File: src/hdl/lsac_pkg.sv
// Package for the line sensor array classifier.
// Holds the field widths, the sequencer state type, the class codes and the
// divider status struct. It depends on nothing else.
package lsac_pkg;

   localparam int SENSOR_COUNT = 8;
   localparam int SAMPLE_BITS  = 10;
   localparam int THRESH_BITS  = 10;
   localparam int IDX_BITS     = $clog2(SENSOR_COUNT);
   localparam int TIME_BITS    = 32;

   // Weighted sum: sample * index * 1000, summed over all sensors.
   localparam int WEIGHT_BITS  = 13;
   localparam int WSUM_BITS    = 25;
   localparam int SUM_BITS     = 13;
   localparam int QUOT_BITS    = 13;

   localparam int POS_SCALE    = 1000;
   localparam int DWELL_MS     = 150;
   localparam int BLACK_OFFSET = 50;

   localparam int REQ_DATA_BITS = 120;
   localparam int RSP_DATA_BITS = 24;

   typedef enum logic [2:0] {
      ST_IDLE,
      ST_ACCUM,
      ST_DIV_LOAD,
      ST_DIVIDE,
      ST_FINISH
   } seq_state_type;

   typedef enum logic [2:0] {
      CLASS_CENTRE    = 3'd0,
      CLASS_LEFT      = 3'd1,
      CLASS_RIGHT     = 3'd2,
      CLASS_TJUNCTION = 3'd3,
      CLASS_NOLINE    = 3'd4
   } line_class_type;

   // Status that the divider reports back to the sequencer.
   typedef struct packed {
      logic busy;
      logic done;
   } div_status_type;

   // Position weight of one sensor: its index times the position scale.
   function automatic logic [WEIGHT_BITS-1:0] idx_weight(input logic [IDX_BITS-1:0] idx);
      logic [31:0] w;
      w = 32'(idx) * 32'(POS_SCALE);
      return w[WEIGHT_BITS-1:0];
   endfunction

endpackage

File: src/hdl/lsac_divider.sv
// Iterative restoring divider for the centroid quotient.
// One quotient bit per cycle; the quotient is known to fit in QUOT_BITS.
// Depends on lsac_pkg.
module lsac_divider
   import lsac_pkg::*;
(
   input  logic                  clock,
   input  logic                  reset,
   input  logic                  start,
   input  logic [WSUM_BITS-1:0]  dividend,
   input  logic [SUM_BITS-1:0]   divisor,
   output div_status_type        status,
   output logic [QUOT_BITS-1:0]  quotient
);

   localparam int CNT_BITS = $clog2(QUOT_BITS);
   localparam logic [CNT_BITS-1:0] LAST_STEP = CNT_BITS'(QUOT_BITS - 1);

   logic                  busy_ff, busy_in;
   logic                  done_ff, done_in;
   logic [CNT_BITS-1:0]   count_ff, count_in;
   logic [SUM_BITS-1:0]   rem_ff, rem_in;
   logic [QUOT_BITS-1:0]  shift_ff, shift_in;
   logic [SUM_BITS-1:0]   dvsr_ff, dvsr_in;
   logic [SUM_BITS:0]     trial;
   logic                  fits;

   // Trial subtraction: shift in the next dividend bit and compare.
   assign trial = {rem_ff, shift_ff[QUOT_BITS-1]};
   assign fits  = trial >= {1'b0, dvsr_ff};

   always_comb begin
      busy_in  = busy_ff;
      done_in  = 1'b0;
      count_in = count_ff;
      rem_in   = rem_ff;
      shift_in = shift_ff;
      dvsr_in  = dvsr_ff;
      if (start) begin
         // The upper dividend bits start as the partial remainder.
         busy_in  = 1'b1;
         count_in = '0;
         rem_in   = SUM_BITS'(dividend[WSUM_BITS-1:QUOT_BITS]);
         shift_in = dividend[QUOT_BITS-1:0];
         dvsr_in  = divisor;
      end else if (busy_ff) begin
         if (fits) begin
            rem_in = SUM_BITS'(trial - {1'b0, dvsr_ff});
         end else begin
            rem_in = trial[SUM_BITS-1:0];
         end
         shift_in = {shift_ff[QUOT_BITS-2:0], fits};
         count_in = count_ff + 1'b1;
         if (count_ff == LAST_STEP) begin
            busy_in = 1'b0;
            done_in = 1'b1;
         end
      end
   end

   always_ff @(posedge clock) begin
      if (reset) begin
         busy_ff  <= 1'b0;
         done_ff  <= 1'b0;
         count_ff <= '0;
      end else begin
         busy_ff  <= busy_in;
         done_ff  <= done_in;
         count_ff <= count_in;
      end
      rem_ff   <= rem_in;
      shift_ff <= shift_in;
      dvsr_ff  <= dvsr_in;
   end

   assign status.busy = busy_ff;
   assign status.done = done_ff;
   assign quotient    = shift_ff;

endmodule

File: src/hdl/line_sensor_array_classifier.sv
// Line sensor array classifier: weighted centroid, black-square dwell and
// turn class of one scan. Uses lsac_pkg and lsac_divider.
//
// Usage: a request on req_* carries one scan of eight samples, the
// millisecond time and the motion-complete flag. Each request yields exactly
// one response on rsp_* with the centroid, the no-signal flag, the latched
// class and the sticky black-square flag. Thresholds are written on csr_*
// only while the block is idle: the user's duty, not enforced by the block.
// A threshold write takes effect at the clock edge. After a request is
// accepted, the sequencer walks the scan one sensor a cycle through a single
// multiply-accumulate, loads the divider, runs the restoring divider (13
// quotient bits, then its done flag) and commits the response. One request is
// in work at a time and the input is ready again right after the commit.
// The response sits in an output register; the next request is taken while
// it waits. If the receiver stalls, the following scan finishes its work and
// then waits in the sequencer until the output register is free.
// Reset (synchronous, active high) sets all thresholds to 512, clears the
// dwell tracker, the black-square flag and the class (centre), and drops
// the response valid.
module line_sensor_array_classifier
   import lsac_pkg::*;
(
   input  logic                      clock,
   input  logic                      reset,
   // Request channel.
   input  logic                      req_tvalid,
   output logic                      req_tready,
   // From bit 0: sample_0 .. sample_7 (10 each), now_ms (32), motion_done (1), zero pad.
   input  logic [REQ_DATA_BITS-1:0]  req_tdata,
   // Response channel.
   output logic                      rsp_tvalid,
   input  logic                      rsp_tready,
   // From bit 0: centroid (13), no_signal (1), line_class (3), black_square (1), zero pad.
   output logic [RSP_DATA_BITS-1:0]  rsp_tdata,
   // Threshold write port.
   input  logic                      csr_we,
   input  logic [IDX_BITS-1:0]       csr_addr,
   input  logic [THRESH_BITS-1:0]    csr_wdata
);

   localparam int NOW_LSB    = SENSOR_COUNT * SAMPLE_BITS;
   localparam int MOTION_BIT = NOW_LSB + TIME_BITS;
   localparam logic [IDX_BITS-1:0] LAST_IDX = IDX_BITS'(SENSOR_COUNT - 1);

   seq_state_type              state_ff, state_in;
   logic [THRESH_BITS-1:0]     thresh_ff [SENSOR_COUNT];
   logic [SAMPLE_BITS-1:0]     sample_ff [SENSOR_COUNT];
   logic [TIME_BITS-1:0]       now_ff;
   logic                       motion_ff;
   logic [IDX_BITS-1:0]        idx_ff, idx_in;
   logic [WSUM_BITS-1:0]       wsum_ff, wsum_in;
   logic [SUM_BITS-1:0]        sum_ff, sum_in;
   logic [SENSOR_COUNT-1:0]    above_ff, below_ff, black_ff;
   logic                       dwell_armed_ff;
   logic [TIME_BITS-1:0]       dwell_start_ff;
   logic                       black_seen_ff;
   line_class_type             class_ff, class_in;
   logic                       rsp_valid_ff;
   logic [RSP_DATA_BITS-1:0]   rsp_data_ff;

   // Sequencer controls.
   logic                       take_req;
   logic                       acc_en;
   logic                       div_start;
   logic                       commit;
   logic                       out_free;

   // Shared accumulate unit.
   logic [SAMPLE_BITS-1:0]     cur_sample;
   logic [THRESH_BITS-1:0]     cur_thresh;
   logic [SAMPLE_BITS+WEIGHT_BITS-1:0] product;

   // Divider link.
   div_status_type             div_status;
   logic [QUOT_BITS-1:0]       quotient;

   // End-of-scan decisions.
   logic                       all_black;
   logic                       left, right, all_above, all_below;
   logic [TIME_BITS-1:0]       start_eff;
   logic [TIME_BITS-1:0]       elapsed;
   logic                       black_seen_in;
   logic                       no_signal;
   logic [QUOT_BITS-1:0]       centroid;

   assign out_free = !rsp_valid_ff || rsp_tready;

   // Next state.
   always_comb begin
      state_in = state_ff;
      unique case (state_ff)
         ST_IDLE:     if (req_tvalid) state_in = ST_ACCUM;
         ST_ACCUM:    if (idx_ff == LAST_IDX) state_in = ST_DIV_LOAD;
         ST_DIV_LOAD: state_in = ST_DIVIDE;
         ST_DIVIDE:   if (div_status.done) state_in = ST_FINISH;
         ST_FINISH:   if (out_free) state_in = ST_IDLE;
         default:     state_in = ST_IDLE;
      endcase
   end

   // Sequencer outputs.
   always_comb begin
      take_req  = 1'b0;
      acc_en    = 1'b0;
      div_start = 1'b0;
      commit    = 1'b0;
      unique case (state_ff)
         ST_IDLE:     take_req  = req_tvalid;
         ST_ACCUM:    acc_en    = 1'b1;
         ST_DIV_LOAD: div_start = 1'b1;
         ST_DIVIDE:   ;
         ST_FINISH:   commit    = out_free;
         default:     ;
      endcase
   end

   assign req_tready = (state_ff == ST_IDLE);

   // One sensor per cycle: weight, add and compare against its threshold.
   assign cur_sample = sample_ff[idx_ff];
   assign cur_thresh = thresh_ff[idx_ff];
   assign product    = cur_sample * idx_weight(idx_ff);

   always_comb begin
      idx_in  = idx_ff;
      wsum_in = wsum_ff;
      sum_in  = sum_ff;
      if (take_req) begin
         idx_in  = '0;
         wsum_in = '0;
         sum_in  = '0;
      end else if (acc_en) begin
         idx_in  = idx_ff + 1'b1;
         wsum_in = wsum_ff + WSUM_BITS'(product);
         sum_in  = sum_ff + SUM_BITS'(cur_sample);
      end
   end

   always_ff @(posedge clock) begin
      if (reset) begin
         state_ff <= ST_IDLE;
      end else begin
         state_ff <= state_in;
      end
      idx_ff  <= idx_in;
      wsum_ff <= wsum_in;
      sum_ff  <= sum_in;
      if (acc_en) begin
         above_ff[idx_ff] <= cur_sample > cur_thresh;
         below_ff[idx_ff] <= cur_sample < cur_thresh;
         black_ff[idx_ff] <= (SAMPLE_BITS+1)'(cur_sample) >
                             (SAMPLE_BITS+1)'(cur_thresh) + (SAMPLE_BITS+1)'(BLACK_OFFSET);
      end
   end

   // Capture of the scan.
   always_ff @(posedge clock) begin
      if (take_req) begin
         for (int i = 0; i < SENSOR_COUNT; i++) begin
            sample_ff[i] <= req_tdata[i*SAMPLE_BITS +: SAMPLE_BITS];
         end
         now_ff    <= req_tdata[NOW_LSB +: TIME_BITS];
         motion_ff <= req_tdata[MOTION_BIT];
      end
   end

   // Threshold registers.
   always_ff @(posedge clock) begin
      if (reset) begin
         for (int i = 0; i < SENSOR_COUNT; i++) begin
            thresh_ff[i] <= THRESH_BITS'(512);
         end
      end else if (csr_we) begin
         thresh_ff[csr_addr] <= csr_wdata;
      end
   end

   lsac_divider u_divider (
      .clock    (clock),
      .reset    (reset),
      .start    (div_start),
      .dividend (wsum_ff),
      .divisor  (sum_ff),
      .status   (div_status),
      .quotient (quotient)
   );

   // Dwell tracking and class rules, applied once the scan is complete.
   assign all_black = &black_ff;
   assign all_above = &above_ff;
   assign all_below = &below_ff;
   assign left      = (&above_ff[7:4]) && (&below_ff[2:0]);
   assign right     = (&below_ff[7:5]) && (&above_ff[2:0]);
   assign start_eff = (all_black && !dwell_armed_ff) ? now_ff : dwell_start_ff;
   assign elapsed   = now_ff - start_eff;
   assign black_seen_in = black_seen_ff ||
                          (all_black && (elapsed >= TIME_BITS'(DWELL_MS)));
   assign no_signal = (sum_ff == '0);
   assign centroid  = no_signal ? '0 : quotient;

   always_comb begin
      class_in = class_ff;
      if (motion_ff) begin
         if (left) begin
            class_in = CLASS_LEFT;
         end else if (right) begin
            class_in = CLASS_RIGHT;
         end else if (all_below) begin
            class_in = CLASS_NOLINE;
         end else if (all_above && !black_seen_in) begin
            class_in = CLASS_TJUNCTION;
         end else begin
            class_in = CLASS_CENTRE;
         end
      end
   end

   always_ff @(posedge clock) begin
      if (reset) begin
         dwell_armed_ff <= 1'b0;
         dwell_start_ff <= '0;
         black_seen_ff  <= 1'b0;
         class_ff       <= CLASS_CENTRE;
      end else if (commit) begin
         dwell_armed_ff <= all_black;
         dwell_start_ff <= start_eff;
         black_seen_ff  <= black_seen_in;
         class_ff       <= class_in;
      end
   end

   // Output register.
   always_ff @(posedge clock) begin
      if (reset) begin
         rsp_valid_ff <= 1'b0;
      end else if (commit) begin
         rsp_valid_ff <= 1'b1;
      end else if (rsp_tready) begin
         rsp_valid_ff <= 1'b0;
      end
      if (commit) begin
         rsp_data_ff <= RSP_DATA_BITS'({black_seen_in, class_in, no_signal, centroid});
      end
   end

   assign rsp_tvalid = rsp_valid_ff;
   assign rsp_tdata  = rsp_data_ff;

endmodule

File: config.mk
export PLATFORM = sky130hd
export DESIGN_NAME = line_sensor_array_classifier
export DESIGN_NICKNAME = d
export VERILOG_FILES = /design/src/hdl/lsac_pkg.sv /design/src/hdl/lsac_divider.sv /design/src/hdl/line_sensor_array_classifier.sv
export SDC_FILE = /design/constraint.sdc
export NUM_CORES = 1
export LEC_CHECK = 0
export ABC_AREA = 1
export ABC_CLOCK_PERIOD_IN_PS = 19800
export BUFFER_PORTS_ARGS = -buffer_cell sky130_fd_sc_hd__clkbuf_2
export CORE_UTILIZATION = 40
export CTS_CLUSTER_DIAMETER = 40
export DETAILED_ROUTE_END_ITERATION = 12
export PLACE_DENSITY = 0.6
export SYNTH_ARGS = -nofsm -noshare
export SYNTH_HDL_FRONTEND = slang
export SYNTH_SLANG_ARGS = --single-unit
File: constraint.sdc
create_clock -name clock -period 19.8 [get_ports clock]
set_input_delay 2.97 -clock clock [delete_from_list [all_inputs] [get_ports clock]]
set_output_delay 2.97 -clock clock [all_outputs]
set_load 0.05 [all_outputs]
; ---- After elaboration in Yosys (flattened, before gate mapping)
; Memories as Yosys holds them, arrays and structs flattened. A register that Yosys moved wholly into a read port is not among the register bits.
; Cells that the tools add are included.
[classes]
n_eq_ne = 10
n_mux = 45
multipliers = 2
bitwise = 1
add_sub_neg = 7
order_cmp = 7
n_reduce_logical = 26
[ops]
columns = cell, count
row1 = 13-bit 2-to-1 mux, 3
row2 = 3-bit 2-to-1 mux, 13
row3 = "32-bit by 8-bit greater-or-equal comparator with 1-bit output, second input constant", 1
row4 = 32-bit 2-to-1 mux, 1
row5 = 32-bit subtractor, 1
row6 = 25-bit by 23-bit adder with 25-bit output, 1
row7 = 8-bit bitwise mux, 3
row8 = 12-bit 2-to-1 mux, 2
row9 = 8-bit AND reduction, 3
row10 = 10-bit by 10-bit multiplier with 20-bit output, 1
row11 = 1-bit 2-to-1 mux, 19
row12 = 3-bit one-hot mux with 5 select lines, 1
row13 = 14-bit by 13-bit greater-or-equal comparator with 1-bit output, 1
row14 = 13-bit by 10-bit adder with 13-bit output, 1
row15 = 13-bit logical NOT, 1
row16 = 13-bit subtractor, 1
row17 = "10-bit by 6-bit adder with 11-bit output, second input constant", 1
row18 = 10-bit by 11-bit > comparator with 1-bit output, 1
row19 = 10-bit > comparator, 1
row20 = 10-bit less-than comparator, 1
row21 = "3-bit by 7-bit multiplier with 10-bit output, second input constant", 1
row22 = 10-bit 2-to-1 mux, 1
row23 = 10-bit OR reduction, 1
row24 = 3-bit AND reduction, 3
row25 = 21 further kinds, 35
[totals]
wordCells = 123
input_bits = 138
output_inout_bits = 26
ff_bits = 202
ramBits = 160
mem_count = 2
[mem_list]
columns = memory, depth, word_bits, rd, rd_ports_with_merged_regs, write_ports, line_no
row1 = sample_ff, 8, 10, 1, 1, 8, line_sensor_array_classifier.sv:47  ; logic [SAMPLE_BITS-1:0] sample_ff [SENSOR_COUNT];
row2 = thresh_ff, 8, 10, 1, 1, 8, line_sensor_array_classifier.sv:46  ; logic [THRESH_BITS-1:0] thresh_ff [SENSOR_COUNT];

; ---- Logic depth before layout (Yosys ltp)
[depth]
depth_word = 14
depth_mapped = 44
depth_no_buf = 41

; ---- Cells and area by module
; A second synthesis with hierarchy kept.
[unflattened]
cells_unflattened = 2829
area_unflattened_um2 = 23598.9
[modules_own_cells]
columns = module, seq_area_each_um2, instances, cells_per_inst, area_each_um2
row1 = line_sensor_array_classifier, 8698.3, 1, 2469, 20708.6
row2 = lsac_divider, 1281.2, 1, 360, 2890.3

; ---- Worst setup path after synthesis
; No wires, ideal clock.
[synth_path]
kind = flip-flop to flip-flop
from = register idx_ff[0]
to = register wsum_ff[22]
path_stages_with_launch = 37
setup_slack_ps = 12005
arrival_time_ps = 7737
cell_sequence = dfxtp_1 -> fa_1 -> fa_1 -> inv_1 -> fa_1 -> xnor2_1 -> inv_1 -> nand2_1 -> fa_1 -> fa_1 -> inv_1 -> fa_1 -> fa_1 -> inv_1 -> fa_1 -> inv_1 -> ha_1 -> nand2_1 -> o21a_1 -> o21ai_1 -> a21oi_1 -> o21ai_1 -> a21oi_1 -> o21bai_1 -> nand2_1 -> o21ai_1 -> xor2_1 -> inv_1 -> ha_1 -> nand2_1 -> nor4_1 -> nand4_1 -> nand3_1 -> a21oi_1 -> o21ai_0 -> o211ai_1 -> inv_1
[synth_between]
elab_chain_cells = 3
[synth_lines]
columns = item, line_no
row1 = start: declaration, line_sensor_array_classifier.sv:50  ; logic [IDX_BITS-1:0] idx_ff, idx_in;
row2 = start signal: assignment, line_sensor_array_classifier.sv:145  ; idx_ff <= idx_in;
row3 = 3-bit by 7-bit multiplier with 10-bit output, lsac_pkg.sv:50  ; w = 32'(idx) * 32'(POS_SCALE);
row4 = 10-bit by 10-bit multiplier with 20-bit output, line_sensor_array_classifier.sv:122  ; assign product = cur_sample * idx_weight(idx_ff);
row5 = 25-bit by 23-bit adder with 25-bit output, line_sensor_array_classifier.sv:134  ; wsum_in = wsum_ff + WSUM_BITS'(product);
row6 = end signal: assignment, line_sensor_array_classifier.sv:146  ; wsum_ff <= wsum_in;
row7 = end: declaration, line_sensor_array_classifier.sv:51  ; logic [WSUM_BITS-1:0] wsum_ff, wsum_in;
; No other way between the ends.
; A chain may end at the register's enable or synchronous reset.

==> key figures <==
Die
  • Row count: 87
  • Total Die Area: 58300 sq um
  • Top Ports: 164
  • CORE AREA: 56500 sq um
  • Die width: 241 um
  • Die Height: 241 um
  • Initial Util: 40.6%

Clocking
  • Later-pin clock latency in the skew report: 0.61 ns
  • CTS tree: built
  • CTS Buffer Depth: 3
  • CTS Hold Bufs: 0
  • Clock transition at path regs: 0.06 ns
  • Resize count post-CTS: 0
  • Clock sink total: 362
  • # H-tree levels: 2
  • CTS Buf Count: 56
  • Post-CTS Setup Repair Bufs: 0
  • Root Buffer: clkbuf_16

GRT
  • Initial antenna violation count: 1
  • GR Util All Layers: 19.7%
  • Number of global-route vias before repair: 17700
  • Remaining Overflow, GRT: 0
  • First-pass GRT wire length: 90.3 mm
  • Largest net degree at the start of global routing: 87

Drt
  • Via count: 17900
  • ANT nets after route: 0
  • Drt drc: 0
  • 1st-iter DRT viols: 996
  • Via-to-Cell Ratio: 5.00
  • Routed WL per cell: 15.7 um
  • Router iterations before antenna repair: 5
  • WL final: 56.1 mm

Yosys
  • Most used DFF post-synth: edfxtp_1
  • Post-synth EDFFs: 273
  • Syn Area/Cell: 8.73 sq um
  • Synthesized flop and latch total: 362
  • Sequential area share after synthesis: 43.5%
  • Post-Synthesis Cells: 2626
  • Synth warnings: 0
  • Post-Syn Area: 22900 sq um
  • Synth async-reset ratio: 0%
  • Post-synth cell types: 52

STA
  • Slew Viols, Final: 0
  • Fin Clk Skew: 0.0271 ns
  • Sum Neg Setup Slack: 0 ns
  • Slew @ Worst Pin: 1.12 ns
  • Final setup fails: 0
  • Fmax: 0.110 GHz
  • Hold Violations, Final: 0
  • Final min period: 9.10 ns
  • Final Cycle Share: 46.0%
  • Unrepaired setup endpoints after global routing: no
  • Slew headroom: 25.5%

Place
  • Port buffer count: 150
  • DPL Wire Length: 41.2 mm
  • Routability cong.: 0.887

Critical path
  • Largest stage delay, worst path: 0.74 ns
  • Crit start category: register
  • Critical R2R Capture: wsum_ff[24]$_SDFFE_PP0P_
  • Worst r2r path cells: 34
  • R2R Setup Slk: 10.70 ns
  • CP max stage cell: buf_4
  • Crit path required time: 20.29 ns
  • Setup Crit Path Kind: reg2reg
  • CP max FO: 65
  • Crit end category: register
  • Worst path arrival time: 9.59 ns

Layout
  • Layout Area Growth over Synthesis: 15.1%
  • Final nets: 3153
  • Most frequent cells in the layout: nand2_1 (494), inv_1 (414), nor2_1 (349), edfxtp_1 (273), o21ai_0 (168)
  • Commonest non-fill, non-tap cell in the layout: nand2_1
  • Layout cells sized above 1: 10.9%

Outcome
  • Outcome: finished, final reports clean

Hold path
  • Tightest Hold Check Type: reg2reg
  • Worst Hold Launch: sum_ff[12]$_SDFFE_PP0P_
  • Hold Path End: u_divider.dvsr_ff[12]$_DFFE_PP_
  • Worst Hold Path Cells: 0

Job
  • Total of max-cap violations: 0
[per-stage QoR]
step | instance area (sq um) | setup WS, ns | std cells | hold slack, ns | utilization, %
finish | 26400 | 10.70 | 3583 | 0.438 | 46.7
global route | 26400 | 10.09 | 3583 | 0.454 | 46.7
CTS | 26400 | 10.66 | 3582 | 0.444 | 46.7
detailed placement | 24400 | 10.66 | 3477 | 0.431 | 43.2
global placement | 24400 | 10.76 | 3477 | 0.423 | 43.2
floorplan | 22900 | 12.01 | 2631 | 0.408 | -
[final cells by class]
class,instances,area [sq um]
clock buffers,60,1440
multi-input cells,1767,11000
inverters,431,1620
diodes,1,2.50
well taps,756,946
flip-flops and latches,362,9980
clock inverters,45,553
repair buffers,161,833
fillers,5331,30100
[synthesized netlist by cell type (8+ instances only)]
library cell  number  share of area, %
nand2_1          494               8.1
inv_1            415               6.8
nor2_1           350               5.7
edfxtp_1         273                36
o21ai_0          168               3.7
ha_1             166               9.1
a21oi_1          140               3.1
dfxtp_1           89               7.8
fa_1              70               6.1
nand3_1           63               1.4
mux2i_1           50               2.2
xor2_1            40               1.5
clkbuf_1          39              0.64
o21bai_1          25              0.82
o221ai_1          25              0.96
nor3_1            19              0.41
o32ai_1           19              0.73
buf_2             16              0.35
xnor2_1           16              0.61
nand2_2           15              0.41
nand4_1           14              0.38
clkinv_1          13              0.21
o211ai_1          13              0.43
buf_4             10              0.33
o21a_1             8              0.26
[sequential cells by signal, indices dropped and copies added, names as in the netlist, named ones only]
name                flops
state_ff                3
thresh_ff              80
wsum_ff                22
now_ff                 32
sample_ff              80
dwell_armed_ff          1
u_divider.busy_ff       1
u_divider.count_ff      4
class_ff                3
rsp_tvalid              1
u_divider.dvsr_ff      13
u_divider.quotient     13
rsp_tdata              18
above_ff                8
below_ff                8
black_seen_ff           1
u_divider.rem_ff       13
sum_ff                 13
black_ff                8
motion_ff               1
dwell_start_ff         32
u_divider.done_ff       1
idx_ff                  3
[routing by layer]
layer	global-route usage (%)	vias up	share of wire (%)
met5	0	-	0
met4	7.67	0	3.2
met3	2.55	100	4.4
met2	32.8	407	46
met1	26.0	8462	46
li1	-	8962	-
[cells by family after synthesis]
kind of cell	Yosys count	share of synthesized area (%)
AOI/OAI and AO/OA	425	10.7
xor gates and xnor gates	56	2.14
adders and majority gates	236	15.2
buffers and inverters	502	8.57
DFF	362	43.5
muxes	50	2.18
other	1	0.0164
and+or+nand+nor	994	17.7
[worst max path at each step]
stage / startpoint / end
6_report: register / wsum_ff[24]$_SDFFE_PP0P_
5_1_grt: register / wsum_ff[22]$_SDFFE_PP0P_
4_1_cts: register / wsum_ff[24]$_SDFFE_PP0P_
3_5_place_dp: register / wsum_ff[24]$_SDFFE_PP0P_
3_3_place_gp: register / wsum_ff[24]$_SDFFE_PP0P_
2_1_floorplan: idx_ff[0]$_SDFFE_PP0P_ / wsum_ff[22]$_SDFFE_PP0P_
[worst max-delay path, delay by kind of cell (launching register included)]
family / cells / cell delay, ns
and+or+nand+nor: 6 / 0.94
DFF: 1 / 0.57
xor gates and xnor gates: 1 / 0.29
adders and majority gates: 7 / 3.29
AOI/OAI and AO/OA: 15 / 2.49
buffers and inverters: 5 / 1.35
Power is left out: the tool's default activity adds up to more than one toggle a clock period on the data nets, which glitch-free logic cannot reach.
